--- src/hw/rtl/usbctl_pkg.sv ---
// shared codes and defaults for the usb control transfer sequencer
package usbctl_pkg;

  localparam int unsigned MAX_PACKET_DEF = 64;
  localparam int unsigned MAX_STAGES_DEF = 255;

  localparam int unsigned STAGE_W  = 3;
  localparam int unsigned ACTION_W = 3;
  localparam int unsigned ANSWER_W = 3;
  localparam int unsigned PID_W    = 2;
  localparam int unsigned COUNT_W  = 7;
  localparam int unsigned OFFSET_W = 14;
  localparam int unsigned NSTAGE_W = 8;
  localparam int unsigned CFG_IDX_W  = 2;
  localparam int unsigned CFG_DATA_W = 8;

  typedef logic [STAGE_W-1:0]  stage_t;
  typedef logic [ACTION_W-1:0] action_t;
  typedef logic [ANSWER_W-1:0] answer_t;
  typedef logic [PID_W-1:0]    pid_t;
  typedef logic [COUNT_W-1:0]  count_t;
  typedef logic [OFFSET_W-1:0] offset_t;

  localparam stage_t ST_SETUP_BEGIN  = 3'd0;
  localparam stage_t ST_SETUP_END    = 3'd1;
  localparam stage_t ST_DATA_BEGIN   = 3'd2;
  localparam stage_t ST_DATA_END     = 3'd3;
  localparam stage_t ST_STATUS_BEGIN = 3'd4;
  localparam stage_t ST_STATUS_END   = 3'd5;
  localparam stage_t ST_COMPLETE     = 3'd6;
  localparam stage_t ST_ERROR        = 3'd7;

  localparam answer_t ANS_NONE  = 3'd0;
  localparam answer_t ANS_ACK   = 3'd1;
  localparam answer_t ANS_DATA0 = 3'd2;
  localparam answer_t ANS_DATA1 = 3'd3;
  localparam answer_t ANS_STALL = 3'd4;
  localparam answer_t ANS_OTHER = 3'd5;

  localparam action_t ACT_NONE     = 3'd0;
  localparam action_t ACT_SETUP    = 3'd1;
  localparam action_t ACT_IN       = 3'd2;
  localparam action_t ACT_PUSH_OUT = 3'd3;
  localparam action_t ACT_OUT      = 3'd4;
  localparam action_t ACT_POP      = 3'd5;

  localparam pid_t PID_SETUP = 2'd0;
  localparam pid_t PID_IN    = 2'd1;
  localparam pid_t PID_OUT0  = 2'd2;
  localparam pid_t PID_OUT1  = 2'd3;

  localparam count_t SETUP_BYTES = 7'd8;

  // register indexes; device address (index 0) only feeds the token generator
  localparam logic [CFG_IDX_W-1:0] REG_STAGE_BYTES   = 2'd1;
  localparam logic [CFG_IDX_W-1:0] REG_DATA_STAGES   = 2'd2;
  localparam logic [CFG_IDX_W-1:0] REG_READ_TRANSFER = 2'd3;

endpackage

--- src/hw/rtl/usb_host_control_transfer_fsm.sv ---
// usb host control transfer sequencer, top level
// Takes one step beat per clock when the result register is free or being
// drained in the same cycle; each result shows the cycle after its step beat
// is taken, so the sustained rate while the receiver drains is one step per
// cycle. The single stage register and its counters are updated once per
// beat, which sets that rate. The device address register is not stored
// here: it belongs to the token generator and shows in no result field.
module usb_host_control_transfer_fsm #(
  parameter int unsigned MAX_PACKET = usbctl_pkg::MAX_PACKET_DEF,
  parameter int unsigned MAX_STAGES = usbctl_pkg::MAX_STAGES_DEF
) (
  input  logic                                  clk,
  input  logic                                  rst,
  input  logic                                  cfg_wr_en,
  input  logic [usbctl_pkg::CFG_IDX_W-1:0]      cfg_index,
  input  logic [usbctl_pkg::CFG_DATA_W-1:0]     cfg_data,
  input  logic                                  in_valid,
  output logic                                  in_ready,
  input  logic                                  cmd,
  input  logic                                  attached,
  input  usbctl_pkg::answer_t                   answer,
  output logic                                  out_valid,
  input  logic                                  out_ready,
  output usbctl_pkg::stage_t                    stage,
  output usbctl_pkg::action_t                   action,
  output usbctl_pkg::pid_t                      token_pid,
  output usbctl_pkg::count_t                    byte_count,
  output usbctl_pkg::offset_t                   data_offset,
  output logic                                  wait_for_connection
);
  import usbctl_pkg::*;

  // configuration
  count_t               stage_bytes;
  logic [NSTAGE_W-1:0]  data_stages;
  logic                 read_transfer;

  // sequencer state
  stage_t               current_stage, current_stage_next;
  logic [NSTAGE_W-1:0]  stages_left, stages_left_next;
  offset_t              buffer_offset, buffer_offset_next;
  logic                 out_toggle, out_toggle_next;

  action_t              action_next;
  pid_t                 pid_next;
  count_t               count_next;
  offset_t              offset_next;
  logic                 wait_next;

  count_t               chunk;
  logic [NSTAGE_W-1:0]  stage_cnt;
  logic                 accept;

  assign in_ready = !out_valid || out_ready;
  assign accept   = in_valid && in_ready;

  assign chunk     = (32'(stage_bytes) > MAX_PACKET) ? COUNT_W'(MAX_PACKET) : stage_bytes;
  assign stage_cnt = (32'(data_stages) > MAX_STAGES) ? NSTAGE_W'(MAX_STAGES) : data_stages;

  always_ff @(posedge clk) begin
    if (rst) begin
      stage_bytes   <= '0;
      data_stages   <= '0;
      read_transfer <= 1'b0;
    end else if (cfg_wr_en) begin
      case (cfg_index)
        REG_STAGE_BYTES:   stage_bytes   <= cfg_data[COUNT_W-1:0];
        REG_DATA_STAGES:   data_stages   <= cfg_data[NSTAGE_W-1:0];
        REG_READ_TRANSFER: read_transfer <= cfg_data[0];
        default: ;
      endcase
    end
  end

  always_comb begin
    current_stage_next = current_stage;
    stages_left_next   = stages_left;
    buffer_offset_next = buffer_offset;
    out_toggle_next    = out_toggle;
    action_next        = ACT_NONE;
    pid_next           = PID_SETUP;
    count_next         = '0;
    offset_next        = '0;
    wait_next          = 1'b0;

    if (cmd) begin
      current_stage_next = ST_SETUP_BEGIN;
    end else if (!attached) begin
      current_stage_next = ST_ERROR;
      wait_next          = 1'b1;
    end else begin
      case (current_stage)
        ST_SETUP_BEGIN: begin
          stages_left_next   = stage_cnt;
          buffer_offset_next = '0;
          action_next        = ACT_SETUP;
          count_next         = SETUP_BYTES;
          current_stage_next = ST_SETUP_END;
        end
        ST_SETUP_END: begin
          if (answer == ANS_ACK) begin
            current_stage_next = (stages_left == '0) ? ST_STATUS_BEGIN : ST_DATA_BEGIN;
          end else if (answer != ANS_NONE) begin
            current_stage_next = ST_SETUP_BEGIN;
          end
        end
        ST_DATA_BEGIN: begin
          if (read_transfer) begin
            action_next = ACT_IN;
            pid_next    = PID_IN;
          end else begin
            action_next = ACT_PUSH_OUT;
            pid_next    = out_toggle ? PID_OUT1 : PID_OUT0;
            count_next  = chunk;
            offset_next = buffer_offset;
          end
          current_stage_next = ST_DATA_END;
        end
        ST_DATA_END: begin
          // a good beat is ack on a write, data0/1 on a read
          if ((answer == ANS_ACK && !read_transfer) ||
              ((answer == ANS_DATA0 || answer == ANS_DATA1) && read_transfer)) begin
            if (read_transfer) begin
              action_next = ACT_POP;
              count_next  = chunk;
              offset_next = buffer_offset;
            end else begin
              out_toggle_next = !out_toggle;
            end
            buffer_offset_next = buffer_offset + OFFSET_W'(chunk);
            if (stages_left > NSTAGE_W'(1)) begin
              stages_left_next   = stages_left - NSTAGE_W'(1);
              current_stage_next = ST_DATA_BEGIN;
            end else begin
              current_stage_next = ST_STATUS_BEGIN;
            end
          end else if (answer == ANS_DATA0 || answer == ANS_DATA1 ||
                       answer == ANS_STALL) begin
            current_stage_next = ST_SETUP_BEGIN;
          end else if (answer != ANS_NONE && answer != ANS_ACK) begin
            current_stage_next = ST_DATA_BEGIN;
          end
        end
        ST_STATUS_BEGIN: begin
          if (read_transfer) begin
            action_next = ACT_OUT;
            pid_next    = out_toggle ? PID_OUT1 : PID_OUT0;
          end else begin
            action_next = ACT_IN;
            pid_next    = PID_IN;
          end
          current_stage_next = ST_STATUS_END;
        end
        ST_STATUS_END: begin
          if (answer == ANS_ACK) begin
            if (read_transfer) current_stage_next = ST_COMPLETE;
          end else if (answer == ANS_DATA0 || answer == ANS_DATA1) begin
            if (!read_transfer) current_stage_next = ST_COMPLETE;
          end else if (answer == ANS_STALL) begin
            current_stage_next = ST_SETUP_BEGIN;
          end else if (answer != ANS_NONE) begin
            current_stage_next = ST_STATUS_BEGIN;
          end
        end
        default: ;  // complete and error wait for a start
      endcase
    end
  end

  always_ff @(posedge clk) begin
    if (rst) begin
      current_stage <= ST_COMPLETE;
      stages_left   <= '0;
      buffer_offset <= '0;
      out_toggle    <= 1'b0;
      out_valid     <= 1'b0;
    end else begin
      if (accept) begin
        current_stage <= current_stage_next;
        stages_left   <= stages_left_next;
        buffer_offset <= buffer_offset_next;
        out_toggle    <= out_toggle_next;
        out_valid     <= 1'b1;
      end else if (out_ready) begin
        out_valid     <= 1'b0;
      end
    end
  end

  // result register, no reset needed
  always_ff @(posedge clk) begin
    if (accept) begin
      stage               <= current_stage_next;
      action              <= action_next;
      token_pid           <= pid_next;
      byte_count          <= count_next;
      data_offset         <= offset_next;
      wait_for_connection <= wait_next;
    end
  end

endmodule

--- config.mk ---
export PLATFORM = sky130hd
export DESIGN_NAME = usb_host_control_transfer_fsm
export DESIGN_NICKNAME = d
export VERILOG_FILES = /design/src/hw/rtl/usbctl_pkg.sv /design/src/hw/rtl/usb_host_control_transfer_fsm.sv
export SDC_FILE = /design/constraint.sdc
export NUM_CORES = 1
export LEC_CHECK = 0
export BUFFER_PORTS_ARGS = -buffer_cell sky130_fd_sc_hd__buf_4
export CORE_ASPECT_RATIO = 0.8
export CORE_MARGIN = 2
export CORE_UTILIZATION = 45
export DETAILED_ROUTE_END_ITERATION = 12
export GPL_TIMING_DRIVEN = 0
export PLACE_DENSITY = 0.75
export SYNTH_ARGS = -nofsm -noshare
export SYNTH_HDL_FRONTEND = slang
export SYNTH_SLANG_ARGS = --single-unit
export TNS_END_PERCENT = 10
--- constraint.sdc ---
create_clock -name clk -period 3 [get_ports clk]
set_input_delay 0.6 -clock clk [delete_from_list [all_inputs] [get_ports clk]]
set_output_delay 0.6 -clock clk [all_outputs]
set_load 0.02 [all_outputs]
==> results of run 1 <==
[power by group through the flow]
stage	combinational, mW	clock (mW)	sequential [mW]
2_1_floorplan	0.104	0	1.13
3_3_place_gp	0.211	0	1.10
3_5_place_dp	0.216	0	1.10
4_1_cts	0.217	0.670	1.08
5_1_grt	0.237	0.716	1.08
6_report	0.218	0.664	1.08
[per-layer routing]
metal / up-vias / track usage / share of wire
met4: 0 / 0.0703 / 0.016
met2: 93 / 0.309 / 0.47
met5: - / 0 / 0
met1: 1450 / 0.268 / 0.46
met3: 13 / 0.0530 / 0.060
li1: 1517 / - / -
[per-stage QoR]
stage	hold slack (ns)	power (mW)	instances	worst slack [ns]
after global placement	0.467	1.31	538	0.138
final	0.485	1.96	553	0.355
after CTS	0.482	1.97	553	0.0911
after detailed placement	0.494	1.32	538	0.119
after floorplan	0.445	1.23	381	0.612
after global routing	0.483	2.04	553	0.0927
[tightest hold or removal path: stages]
cell     delay [ns]
buf_4          0.08
mux2i_1        0.05
nor2_1         0.07
[synth_stat cells, types with 3 or more instances]
| master | number | area (um2) |
|---|---|---|
| dfxtp_1 | 43 | 861 |
| or3_1 | 5 | 31.3 |
| edfxtp_1 | 30 | 901 |
| a21oi_1 | 29 | 145 |
| a31oi_1 | 3 | 18.8 |
| nor4b_1 | 4 | 35.0 |
| nand3b_1 | 3 | 22.5 |
| a21o_1 | 3 | 22.5 |
| nor2b_1 | 12 | 75.1 |
| a22oi_1 | 3 | 22.5 |
| o22ai_1 | 3 | 18.8 |
| nor4_1 | 6 | 37.5 |
| mux2i_1 | 17 | 170 |
| a211oi_1 | 5 | 37.5 |
| nand2_1 | 15 | 56.3 |
| or2_2 | 5 | 31.3 |
| o21ai_0 | 17 | 85.1 |
| or4_1 | 7 | 52.6 |
| nor3_1 | 9 | 45.0 |
| inv_1 | 11 | 41.3 |
| ha_1 | 10 | 125 |
| nor2_1 | 46 | 173 |
| nand3_1 | 6 | 30.0 |
| clkbuf_1 | 16 | 60.1 |
| and2_1 | 21 | 131 |
| nand2b_1 | 4 | 25.0 |
| o31ai_1 | 8 | 60.1 |
| a211o_1 | 3 | 26.3 |
[sequential cells by signal, indices dropped and copies added (netlist names)]
name,count
buffer_offset,14
action,3
wait_for_connection,1
stages_left,8
read_transfer,1
token_pid,2
stage_bytes,7
stage,3
out_toggle,1
byte_count,7
data_offset,14
current_stage,3
out_valid,1
data_stages,8
[layout by cell type, fill, tap and decap left out, drive strengths merged, types with 15 or more instances in the layout]
master,count
a21oi,29
dfxtp,43
buf,53
clkbuf,25
and2,21
edfxtp,30
o21ai,18
mux2i,17
nand2,15
nor2,46
[final cells by class]
cell class                 instances  area, um2
buffer                            20       91.3
clock inverter                     6       35.0
timing repair buffer              49        368
tap                              108        135
multi-input combinational        277       1790
inverter                          11       41.3
clock buffer                       9        124
fill                             709       3600
sequential                        73       1760
[cell families (layout without fill, tap and decap cells)]
group                    count (synthesis)  in the layout
multiplexers                            19             19
buffers and inverters                   31             95
AND/OR/NAND/NOR                        156            156
adder cells (fa/ha/maj)                 11             11
AO/OA/AOI/OAI                           89             89
XOR/XNOR                                 2              2
flip-flops                              73             73
[final timing paths]
path | endpoint | slack, ns | depth (start not counted)
setup / recovery | buffer_offset[8] | 0.35 | 8
hold / removal | data_stages[7] | 0.48 | 3
setup reg to reg | buffer_offset[8] | 0.35 | 8
hold reg to reg | buffer_offset[13] | 0.50 | 2
==> impl_results.md, run 1 <==
- Post-synth top flop: dfxtp_1
- Vias: 3073
- Boundary Pins: 52
- Die Y: 84.9 um
- Die ar.: 0.00892 mm2
- Hold buffers post-CTS: 0
- Area grow syn2layout: 18.2%
- Core ar.: 0.00795 mm2
- CP max FO: 11
- YS warnings: 0
- Worst Skew: around 0.010 ns
- CTS Buf Count: 9
- CP max stage cell: dfxtp_1
- Post-synth EDFFs: 30
- Pwr/cell area: ~450 mW/mm2
- Crit path launch: stage_bytes[6]
- Achievable Freq: 378 MHz
- CTS H-tree depth: 3
- Crit Path Class: reg2reg
- Tmin final: between 2 and 3 ns
- Placed Area: 0.00418 mm2
- CP Cell Sequence: nor2b_1 > ha_1 > fa_1 > a211oi_1 > nor2_1 > o41ai_2 > or4_1 > a21oi_1
- Sequential area share after synthesis: 0.479
- Final wirelength: about 8300 um
- Final setup TNS: 0 ns
- Clock Sinks: 73
- Synth Area in Compound Gates: 0.155
- Design area: 0.00435 mm2
- Max Cap Violations: 0
- GPL Wtd Cong: about 0.87
- Relative slew slack: 0.206
- Ant. Diodes: 0
- Worst EP required: roughly 3.2 ns
- Crit end category: flop
- Antenna violations before repair: 0
- Setup Fix Bufs, Post-CTS: 0
- Synth Area in Simple Gates: 0.233
- CTS tree: done
- Final net count: around 470
- Adder-cell share of the synthesized area: 0.0395
- Syn nets: 412
- Largest family of logic cells by synthesized area: simple AND/OR/NAND/NOR gates
- Initial Utilization: 0.463
- Routed Antenna Nets: 0
- Sw Share: 0.265
- CP peak stage delay: 0.55 ns
- Grt ovf: 0
- Layout cells sized above 1: 0.178
- First DRT Iteration DRCs: 157
- Synth Register Bits: 73
- Unrepaired setup endpoints after global routing: false
- Logic gate share of total power: 0.111
- Endpoints failing setup: 0
- Final period utilization: 0.882
- Largest net degree at the start of global routing: 33
- CP arrival: 2.88 ns
- Buffer levels on the longest clock path: 2
- Rows: 29
- P_int: 1.44 mW
- Half-perimeter wire length after placement: 6020 um
- PostCTS Resize Cnt: 0
- Startpoint Class: flop
- Total track usage: 0.198
- Worst Hold Class: in2reg
- Leak: 1.75 nW
- Post-Syn Area: 0.00368 mm2
- RR Startpoint: stage_bytes[6]
- Die width: 105 um
- Root Driver: clkbuf_8
- Drt pass-1 iters: 5
- Part of the power in registers: 0.550
- Port bufs: 49
- Worst VDD drop: roughly 0.28 mV
- Status: completed
- Final Hold Viols: 0
- Hold Crit Start: cfg_data[7]
- Slew @ Worst Pin: 1.19 ns
- Synth unique cells: 58
- Number of global-route vias before repair: ~2900
- Critical path's top delay family: compound AO/OA/AOI/OAI gates
- Clock slew seen by the registers of the worst setup and hold paths: 0.08 ns
- NetSw: roughly 0.52 mW
- Bufs and invs on worst path: 0
- Clock latency at the later pin of the worst-skew pair: 0.35 ns
- Post-synthesis mux area share: 0.0524
- XOR/XNOR Fraction of Synth Area: 0.00476
- Final Max Slew Viols: 0
- Final routed DRC violation total: 0
- Mapped Cells: 381
- Vias per cell: 5.56
- Avg WL per Cell: ~15 um
- Post-synth ARST share: 0
- First-pass GRT wire length: between 10000 and 15000 um
- Post-layout util: 0.547
- Mean Syn Cell Area: between 9 and 10 um2
- Clk pwr share: 0.339
(Power assumes the default switching activity.)
==> run 2, diff against run 1 <==
CORE_ASPECT_RATIO = 0.9   (was 0.8)
==> run 2 against run 1 <==
  * Largest cell class unchanged
  * Critical path type unchanged
  * Combinational power is essentially flat
  * Final cell count shrank 1.4%
  * Die area is essentially flat
  * Clock-buffer cell count is the same
  * Register-to-register slack lost 0.08 ns
  * Cell area grew 1.1%
  * Clock power grew 29%
  * Non-clock buffer count is the same
  * Core utilization grew 0.28 points
  * Power grew 9.8%
  * Fmax shrank 3.1%
==> impl_results.md, run 2 (synthesis results as in run 1) <==
- Reg area: ~0.0018 mm2
- CP arrival: 2.97 ns
- Antenna violations before repair: 0
- Clock latency at the later pin of the worst-skew pair: 0.36 ns
- First-pass GRT wire length: between 10000 and 15000 um
- CTS tree: done
- Hold buffers post-CTS: 0
- Most common cell after layout, fill and taps aside: buf_4
- Boundary Pins: 52
- Clock slew seen by the registers of the worst setup and hold paths: 0.08 ns
- Layout Cells excl Fill: 545
- Final Hold Viols: 0
- Worst EP required: 3.24 ns
- Design area: between 0.004 and 0.005 mm2
- First DRT Iteration DRCs: 139
- Initial Utilization: 0.460
- Die width: 99.3 um
- Vias: ~3100
- Buffer levels on the longest clock path: 2
- Clock Sinks: 73
- Avg WL per Cell: 15.4 um
- CTS H-tree depth: 3
- Port bufs: 49
- Crit Path Class: reg2reg
- Worst Hold Class: in2reg
- Grt ovf: 0
- Unrepaired setup endpoints after global routing: false
- Half-perimeter wire length after placement: 6080 um
- Achievable Freq: 366 MHz
- Die Y: ~90 um
- Final setup TNS: 0 ns
- Core ar.: 0.00799 mm2
- Endpoints failing setup: 0
- Root Driver: clkbuf_8
- Layout cells sized above 1: 0.182
- Drt pass-1 iters: 5
- Final period utilization: 0.910
- Final net count: 472
- Pwr/cell area: 491 mW/mm2
- Die ar.: 0.00891 mm2
- Status: completed
- Startpoint Class: flop
- Slew @ Worst Pin: 1.21 ns
- Ant. Diodes: 0
- Relative slew slack: 0.196
- Fillers: 738
- Largest net degree at the start of global routing: 33
- CTS Buf Count: 9
- Placed cell count: between 500 and 600
- Top Registers: buffer_offset x14, data_offset x14
- Total power: approximately 2.2 mW
- CP max FO: 11
- Crit end category: flop
- Rows: 31
- Routed Antenna Nets: 0
- GPL Wtd Cong: 0.880
- Leading cell types in the layout, fill and taps excluded: 49 x buf_4, 46 x nor2_1, 43 x dfxtp_1
- Max Cap Violations: 0
- Total track usage: 0.196
- Final wirelength: around 8400 um
- Worst Skew: 0.00848 ns
- Leak: between 1.5 and 2 nW
- Tmin final: approximately 2.7 ns
- Multi-input combinational cell area: 0.00179 mm2
- Vias per cell: 5.71
- Worst VDD drop: 0.364 mV
- Final routed DRC violation total: 0
- Number of global-route vias before repair: 2941
- Area grow syn2layout: 19.5%
- Setup Fix Bufs, Post-CTS: 0
- Placed Area: 0.00417 mm2
- Final Max Slew Viols: 0
run 2: path summary, 6_finish.rpt:
check | from | end | slack, ns | cells after the start
max | stage_bytes[6] | buffer_offset[8] | 0.27 | 8
max reg2reg | stage_bytes[6] | buffer_offset[8] | 0.27 | 8
min | cfg_data[7] | data_stages[7] | 0.47 | 3
min reg2reg | buffer_offset[13] | buffer_offset[13] | 0.49 | 2
run 2: power by group:
part	switching, mW	internal [mW]	total (mW)	leakage, nW
Clock	0.388	0.468	0.856	0.113
Sequential	0.0157	1.06	1.08	0.651
Combinational	0.132	0.0858	0.218	1.02
run 2: timing repair:
item	CTS	global route
hold endpoints to repair	0	0
resized for setup	0	1
setup endpoints to repair	0	3
run 2: metal layers:
metal | routed length (um) | vias to the layer above | global-route usage
met5 | 0 | - | 0
li1 | - | 1517 | -
met3 | 535 | 12 | 0.0443
met4 | 117 | 0 | 0.0674
met1 | 3590 | 1474 | 0.254
met2 | 4160 | 111 | 0.323
run 2: through the flow:
stage	hold WS, ns	worst slack (ns)	utilization
global placement	0.467	0.133	0.522
finish	0.473	0.270	0.550
floorplan	0.445	0.612	-
global route	0.489	0.104	0.550
CTS	0.467	0.0197	0.549
detailed placement	0.475	0.0287	0.522
run 2: critical path, stage by stage, from the launching register on:
cell and delay [ns]:
dfxtp_1 0.57, nor2b_1 0.12, ha_1 0.24, fa_1 0.44, a211oi_1 0.38, nor2_1 0.15, o41ai_2 0.45, or4_1 0.20
a21oi_1 0.07
run 2: cell type report:
cell class / instances / area share
multi-input combinational: 277 / 0.408
sequential: 73 / 0.401
timing repair buffer: 49 / 0.0837
clock buffer: 9 / 0.0282
tap: 99 / 0.0282
clock inverter: 7 / 0.0211
buffer: 20 / 0.0208
inverter: 11 / 0.00940
==> run 3, diff against run 2 <==
PLACE_DENSITY = 0.62   (was 0.75)
==> run 3 against run 2 <==
  * Final cell count is the same
  * Via count is 3.2% lower
  * Worst hold slack improved by 0.011 ns
  * Cell area down 1.1%
  * Critical path type unchanged
  * Largest cell class unchanged
==> impl_results.md, run 3 (synthesis results as in run 1) <==
- WHS Endpoint: stage_bytes[4]
- Hold buffers post-CTS: 0
- Reg2reg end: buffer_offset[10]
- Largest net degree at the start of global routing: 33
- Die Y: 89.8 um
- Final Hold Viols: 0
- CP arrival: approximately 3.0 ns
- CP Cell Sequence: nor2b_1 > ha_1 > fa_1 > a211oi_1 > nor2_1 > o41ai_2 > or4_1 > a21oi_1
- Relative slew slack: 0.220
- Half-perimeter wire length after placement: ~6000 um
- Pwr/cell area: 455 mW/mm2
- Worst VDD drop: 0.234 mV
- Final period utilization: 0.914
- Drt pass-1 iters: 4
- Status: completed
- Initial Utilization: 0.460
- Hold Crit Start: cfg_data[4]
- Avg WL per Cell: 15.0 um
- GPL Wtd Cong: 0.862
- Flop2flop setup slack: around 0.26 ns
- Port bufs: 49
- First-pass GRT wire length: 13700 um
- Leading cell types in the layout, fill and taps excluded: 49 x buf_4, 46 x nor2_1, 43 x dfxtp_1
- RR Startpoint: stage_bytes[6]
- Clock Sinks: 73
- Clock latency at the later pin of the worst-skew pair: 0.35 ns
- Rows: 31
- R2r worst-path depth: 8
- Bufs and invs on worst path: 0
- Final routed DRC violation total: 0
- Tmin final: 2.74 ns
- Crit Path Class: reg2reg
- Unrepaired setup endpoints after global routing: false
- Worst EP required: 3.23 ns
- Final wirelength: 8160 um
- Top Registers: buffer_offset x14, data_offset x14
- Layout cells sized above 1: 0.179
- Routed Antenna Nets: 0
- Worst hold stages: 3
- CTS H-tree depth: 3
- Startpoint Class: flop
- Clock slew seen by the registers of the worst setup and hold paths: 0.08 ns
- Buffer levels on the longest clock path: 2
- CP max FO: 11
- Total track usage: 0.190
- Area grow syn2layout: 18.2%
- Vias: 3014
- Boundary Pins: 52
- PostCTS Resize Cnt: 0
- Final net count: 472
- Core ar.: between 0.007 and 0.008 mm2
- Leak: around 1.8 nW
- Slew @ Worst Pin: 1.17 ns
- Worst Hold Class: in2reg
- Final setup TNS: 0 ns
- Layout Cells excl Fill: 545
- Die width: between 90 and 100 um
- CP max stage cell: dfxtp_1
- Critical path's top delay family: compound AO/OA/AOI/OAI gates
- Final Max Slew Viols: 0
- Antenna violations before repair: 0
- Worst Skew: 0.00827 ns
- Vias per cell: 5.53
- Most common cell after layout, fill and taps aside: buf_4
- Root Driver: clkbuf_8
- Max Cap Violations: 0
- Placed cell count: 529
- Ant. Diodes: 0
- CTS tree: done
- Die ar.: 0.00891 mm2
- Number of global-route vias before repair: 2832
- Achievable Freq: 365 MHz
- CTS Buf Count: 9
- First DRT Iteration DRCs: 124
- Grt ovf: 0
- Endpoints failing setup: 0
- CP peak stage delay: 0.59 ns
- Setup Fix Bufs, Post-CTS: 0
- Crit end category: flop
[run 3: worst reg2reg max path: stages, from the launching register on]
cell and delay (ns):
dfxtp_1 0.59, nor2b_1 0.10, ha_1 0.23, fa_1 0.44, a211oi_1 0.36, nor2_1 0.14, o41ai_2 0.50, or4_1 0.21
a21oi_1 0.06
[run 3: layer usage]
metal	vias to the layer above	GRT usage	share of wire
li1	1522	-	-
met1	1421	0.263	0.49
met2	63	0.295	0.46
met3	8	0.0521	0.044
met4	0	0.0457	0.0075
met5	-	0	0
[run 3: worst max-delay path by stage]
stage	from	to	slack, ns	cells past startpoint
2_1_floorplan	stage_bytes[6]	buffer_offset[10]	0.61	8
3_3_place_gp	stage_bytes[6]	buffer_offset[10]	0.15	8
3_5_place_dp	stage_bytes[6]	buffer_offset[10]	0.06	8
4_1_cts	stage_bytes[6]	buffer_offset[10]	0.07	8
5_1_grt	stage_bytes[6]	buffer_offset[12]	0.08	8
6_report	stage_bytes[6]	buffer_offset[10]	0.26	8
[run 3: where the power goes]
part / switching, mW / total, mW / internal, mW
combinational: 0.130 / 0.215 / 0.0857
sequential: 0.0152 / 1.08 / 1.06
clock: 0.382 / 0.684 / 0.302
[run 3: layout make-up]
cell class                      count  area, um2
Fill cell                         755       3640
Buffer                             20       91.3
Multi-Input combinational cell    277       1790
Sequential cell                    73       1760
Clock buffer                       10        128
Inverter                           11       41.3
Timing Repair Buffer               49        368
Clock inverter                      6       42.5
Tap cell                           99        124
[run 3: per-stage QoR]
stage	total power [mW]	area (um2)	util	hold slack [ns]	worst slack [ns]
after floorplan	1.23	3680	-	0.445	0.612
after global placement	1.32	4170	0.522	0.464	0.152
after detailed placement	1.32	4170	0.522	0.482	0.0608
after CTS	2.00	4340	0.543	0.477	0.0658
after global routing	2.07	4350	0.544	0.488	0.0799
final	1.98	4350	0.544	0.484	0.258
